[src/rtl/core/rlt_pkg.sv]
// Package: shared types and constants of the range lock table.
`default_nettype none
package rlt_pkg;
  localparam int unsigned Entries = 32;
  localparam int unsigned IdxW = (Entries > 1) ? $clog2(Entries) : 1;
  localparam int unsigned KeyW = 64;

  localparam logic ActLock    = 1'b0;
  localparam logic ActRelease = 1'b1;

  localparam logic [2:0] StGranted  = 3'd0;
  localparam logic [2:0] StConflict = 3'd1;
  localparam logic [2:0] StFull     = 3'd2;
  localparam logic [2:0] StReleased = 3'd3;
  localparam logic [2:0] StNotFound = 3'd4;
  localparam logic [2:0] StBadRange = 3'd5;

  typedef struct packed {
    logic            action;
    logic [KeyW-1:0] range_start;
    logic [KeyW-1:0] range_end;
  } req_t;

  typedef struct packed {
    logic [2:0] status;
    logic [5:0] held_count;
  } rsp_t;

  // Classified request handed from front to back.
  typedef struct packed {
    logic            action;
    logic            bad;
    logic [KeyW-1:0] lo;
    logic [KeyW-1:0] hi;
  } cmd_t;
endpackage
`default_nettype wire

[src/rtl/core/rlt_front.sv]
// Front end: accept a request, check its range, and hand it to the back end.
`default_nettype none
module rlt_front (
  input  wire logic          clk_i,
  input  wire logic          rst_ni,
  input  wire logic          start,
  input  wire rlt_pkg::req_t req_i,
  output logic               busy,
  output logic               cmd_valid_o,
  output rlt_pkg::cmd_t      cmd_o,
  input  wire logic          cmd_ready_i,
  input  wire logic          back_idle_i
);
  logic          full_q, full_d;
  rlt_pkg::cmd_t cmd_q;

  // One item in flight: hold off new words until the back finishes.
  assign busy        = full_q | ~back_idle_i;
  assign cmd_valid_o = full_q;
  assign cmd_o       = cmd_q;

  always_comb begin
    full_d = full_q;
    if (full_q && cmd_ready_i) full_d = 1'b0;
    if (start && !busy) full_d = 1'b1;
  end

  always_ff @(posedge clk_i or negedge rst_ni) begin
    if (!rst_ni) begin
      full_q <= 1'b0;
    end else begin
      full_q <= full_d;
    end
  end

  always_ff @(posedge clk_i) begin
    if (start && !busy) begin
      cmd_q.action <= req_i.action;
      cmd_q.bad    <= (&req_i.range_end) | (req_i.range_start > req_i.range_end);
      cmd_q.lo     <= req_i.range_start;
      cmd_q.hi     <= req_i.range_end;
    end
  end
endmodule
`default_nettype wire

[config.mk]
export PLATFORM = sky130hd
export DESIGN_NAME = rlt_front
export DESIGN_NICKNAME = d
export VERILOG_FILES = /design/src/rtl/core/rlt_pkg.sv /design/src/rtl/core/rlt_front.sv
export SDC_FILE = /design/constraint.sdc
export NUM_CORES = 1
export LEC_CHECK = 0
export BUFFER_PORTS_ARGS = -buffer_cell sky130_fd_sc_hd__buf_4
export CORE_UTILIZATION = 50
export DETAILED_ROUTE_END_ITERATION = 8
export GPL_TIMING_DRIVEN = 0
export PLACE_DENSITY = 0.93
export SKIP_LAST_GASP = 1
export SYNTH_ARGS = -nofsm -noshare
export SYNTH_HDL_FRONTEND = slang
export SYNTH_SLANG_ARGS = --single-unit
[constraint.sdc]
create_clock -name clk_i -period 10.1 [get_ports clk_i]
set_input_delay 0.505 -clock clk_i [delete_from_list [all_inputs] [get_ports clk_i]]
set_output_delay 0.505 -clock clk_i [all_outputs]
set_load 0.02 [all_outputs]
Word level (Yosys, flattened, before mapping)
Cells that the tools add are included.
W data, S select, Z words.
{"block": "word_totals", "out_inout_bits": 132, "regBits": 131, "input_bits": 134, "elab_cells": 16}
{"block": "classes", "reduce_logical": 5, "mux": 2, "magnitude_cmp": 1, "bitwise_logic": 3}
{"operator": "$gt A64 B64 Y1", "n": 1}
{"operator": "$reduce_and A64 Y1", "n": 1}
{"operator": "$logic_and A1 B1 Y1", "n": 2}
{"operator": "$mux W1", "n": 2}
{"operator": "$or A1 B1 Y1", "n": 2}
{"operator": "$reduce_bool A2 Y1", "n": 1}
{"operator": "$logic_not A1 Y1", "n": 1}
{"operator": "$not A1 Y1", "n": 1}

Depth between registers and ports, before layout
{"block": "depth", "ltp_word": 5, "ltp_mapped": 8}

Worst setup path before layout
OpenSTA, ideal clock, no wires.
{"block": "synth_path", "path_type": "reg2reg", "startpoint": "reg full_q, in the netlist cmd_valid_o", "endpoint": "reg cmd_q, in the netlist cmd_o[0] (enable)", "path_buffers": 0, "arrival_ps": 6153, "setup_slack_ps": 3326, "required_time_ps": 9479, "period_less_slack_ps": 6774, "stages_incl_launch_ff": 4, "setup_time_ps": 621, "path_cell_list": "dfrtp_1 inv_1 nand2_1 nor2_1"}
{"block": "synth_via", "elab_chain_len": 3}
{"item": "from (decl)", "line_no": "rlt_front.sv:14", "rtl": "logic full_q, full_d;"}
{"item": "from (signal assigned)", "line_no": "rlt_front.sv:32", "rtl": "full_q <= full_d;"}
{"item": "$or A1 B1 Y1", "line_no": "rlt_front.sv:18", "rtl": "assign busy = full_q | ~back_idle_i;"}
{"item": "named net busy", "line_no": "rlt_front.sv:8", "rtl": "output logic busy,"}
{"item": "$logic_not A1 Y1", "line_no": "rlt_front.sv:37", "rtl": "if (start && !busy) begin"}
{"item": "$logic_and A1 B1 Y1", "line_no": "rlt_front.sv:37"}
{"item": "to (decl)", "line_no": "rlt_front.sv:15", "rtl": "rlt_pkg::cmd_t cmd_q;"}
The timed path passes the listed nets, and every way through them passes these cells.
A chain may end at the register's enable or synchronous reset.

Worst setup path after layout
{"block": "layout_path", "startpoint": "in req_i[61] in the netlist's numbering", "endpoint": "reg cmd_q, in the netlist cmd_o[128], data pin"}
{"block": "layout_via", "elab_chain_len": 2, "word_cells_on_any_way": 3, "cone_classes": "1 x order compare; 1 x bitwise; 1 x reduce/logical"}
{"item": "from (decl)", "line_no": "rlt_front.sv:7", "rtl": "input wire rlt_pkg::req_t req_i,"}
{"item": "$gt A64 B64 Y1 / $reduce_and A64 Y1 (equally long branches)", "line_no": "rlt_front.sv:39", "rtl": "cmd_q.bad <= (&req_i.range_end) | (req_i.range_start > req_i.range_end);"}
{"item": "$or A1 B1 Y1 (*)", "line_no": "rlt_front.sv:39"}
Mark *: on every way between the ends. The rest lies on a longest branch, timed or not.

==> run metrics <==
status completed; grt ovf 0; total negative slack 0 ns; Seq/Total Area, Yosys 68.92%; # resized after CTS 0; Critical Path Max Stage Delay 0.77 ns; Max Root-Sink Buffers 2; post-synthesis register bit count 131; post-DP HPWL 12.52 mm; RSZ-0062 raised after global routing false; IO Pins 266; DP Area 7960 um^2; Multi-input gate area 1531 um^2; Max FO, Critical Path 4; area of the die 11830 um^2; PortBufs 265; final hold violation count 0; antenna viol nets, final 0; pins over their slew limit 0; DR vias 4378; commonest non-fill, non-tap cell in the layout buf_4; die height 108.8 um; arrival time worst endpoint 2.48 ns; area of the core 10980 um^2; CTS sink cnt 131; post-layout min period 2.331 ns; final core utilization 77.76%; Clk pin slew, worst setup/hold paths 0.06 ns; Post-Synthesis Cells 383; nets@finish 870; Routed WL 15.81 mm; Skew-Pair Late Insertion Delay 0.40 ns; antenna violations before repair 0; Initial Util 51.90%; antenna cells 0; VDD IR max 0.08865 mV; crit path launch type input port; register area 3929 um^2; final setup vio count 0; 1st-iter DRT viols 223; CP max-delay cell nor4_1; post-CTS setup buffer count 0; Final Cycle Share 23.08%; Mapped Nets 581; Setup Skew 0.008569 ns; Cell Pwr Density 167.6 nW/um^2; CTS tree done; Syn Area/Cell 14.88 um^2; via/cell ratio 5.307; Synth Area in Compound Gates 5.575%; Placer Congestion 0.8141; worst hold path type in2reg; first-pass GRT wire length 23.07 mm; hold buffers post-CTS 1; post-synthesis simple-gate area fraction 7.112%; fmax 429.0 MHz; CTS root buffer clkbuf_16; area grow syn2layout 49.82%; Worst-Margin Slew 0.8707 ns; CTS H-tree lvls 4; number of global-route vias before repair 4609; fillers 618; Slew headroom 41.42%; unique cell type count in the Yosys netlist 32; drt drc 0; Num CTS Buffers 17; Crit Path Class in2reg; main combinational cell family by area after synthesis adder cells; Cell Chain, Critical Path buf_4 > inv_1 > ha_1 > nand2_1 > nor4_1 > nand4_1 > nand3b_1 > a22o_1; yosys warns 0; Worst setup EP type flip-flop; Post-Synth Adder-Cell Area 14.05%; num rows 38; fin area 8541 um^2; reported max-cap violation count 0; most frequent cells in the layout buf_4 (265), edfxtp_1 (130), inv_1 (66); Pre-antenna DRT Iters 5; Post-Synth XOR/XNOR Area 0%; worst path required time 10.25 ns; largest net degree at the start of global routing 38; Pleak 3.867 nW; Post-Syn Area 5700 um^2; layout cells sized above 1 43.36%; fraction of synthesized area in multiplexers 0%; WL/cell 19.17 um; die width 108.8 um; GRT Util Overall 26.99%
registers in the layout, summed over array words and instances (netlist names):
| register | cells |
|---|---|
| cmd_o | 130 |
| cmd_valid_o | 1 |
power breakdown:
| part | internal (mW) | switching [mW] |
|---|---|---|
| clock | 0.383 | 0.212 |
| sequential | 0.629 | 0.00705 |
| combinational | 0.0919 | 0.109 |
| total | 1.10 | 0.328 |
worst max-delay path: cells and delay by family:
| kind | cells | cell delay, ns |
|---|---|---|
| fa+ha+maj | 1 | 0.30 |
| buf+inv | 2 | 0.14 |
| simple gates | 4 | 1.30 |
| compound gates | 1 | 0.24 |
Yosys cell counts:
cell,count,area (um^2)
a2111oi_0,1,8.760
a21boi_0,2,15.01
a21o_1,5,37.54
a21oi_1,24,120.1
a21oi_2,1,8.760
a221o_1,1,10.01
a221oi_1,3,26.28
a22o_1,1,8.760
and2_0,1,6.260
and4_1,4,35.03
dfrtp_1,1,25.02
edfxtp_1,130,3904
ha_1,64,800.8
inv_1,66,247.7
nand2_1,16,60.06
nand3_1,6,30.03
nand3_2,1,10.01
nand3b_1,2,15.01
nand4_1,26,162.7
nor2_1,6,22.52
nor2b_1,1,6.260
nor3_1,1,5.000
nor4_1,6,37.54
o211ai_1,1,7.510
o21a_1,1,7.510
o21ai_0,5,25.02
o221ai_1,1,8.760
o22ai_1,1,6.260
o2bb2ai_1,1,8.760
o311a_1,1,10.01
o31a_1,1,8.760
or4_1,2,15.01
worst paths after layout:
| check | from | endpoint | slack (ns) | cells past startpoint |
|---|---|---|---|---|
| setup / recovery | req_i[61] | cmd_o[128] | 7.77 | 8 |
| hold / removal | req_i[118] | cmd_o[118] | 0.29 | 1 |
| setup reg to reg | cmd_valid_o | cmd_o[71] | 8.38 | 5 |
| hold reg to reg | cmd_valid_o | cmd_valid_o | 0.60 | 2 |
| max in group asynchronous | rst_ni | cmd_valid_o | 9.57 | 2 |
| min in group asynchronous | rst_ni | cmd_valid_o | 0.44 | 2 |
layout make-up:
type	count	share of cell area [%]
multi-input cells	186	17.93
well taps	140	2.051
flip-flops and latches	131	46.00
inverters	66	2.901
repair buffers	270	24.44
clock inverters	5	0.9083
clock buffers	27	5.772
layer usage:
layer	GRT usage (%)	up-vias	routed length, um
li1	-	2032	-
met1	28.47	2066	5582
met2	49.01	254	8392
met3	8.548	26	1519
met4	12.07	0	318
met5	0	-	0
cells by family (layout without fill, tap and decap cells):
kind of cell | Yosys count | in the layout
AO/OA/AOI/OAI | 50 | 50
adder cells (fa/ha/maj) | 64 | 64
buffers and inverters | 66 | 368
flip-flops | 131 | 131
AND/OR/NAND/NOR | 72 | 72
stage by stage:
stage / instances / hold WS (ns) / total power [mW] / setup slack [ns]
after detailed placement: 792 / 0.2829 / 0.8446 / 7.274
after global placement: 788 / 0.2802 / 0.8362 / 1.730
final: 825 / 0.2902 / 1.431 / 7.769
after floorplan: 383 / 0.2094 / 0.7359 / 3.326
after CTS: 825 / 0.2766 / 1.436 / 7.702
after global routing: 825 / 0.2725 / 1.474 / 7.600
Power figures use the tool's default switching activity.
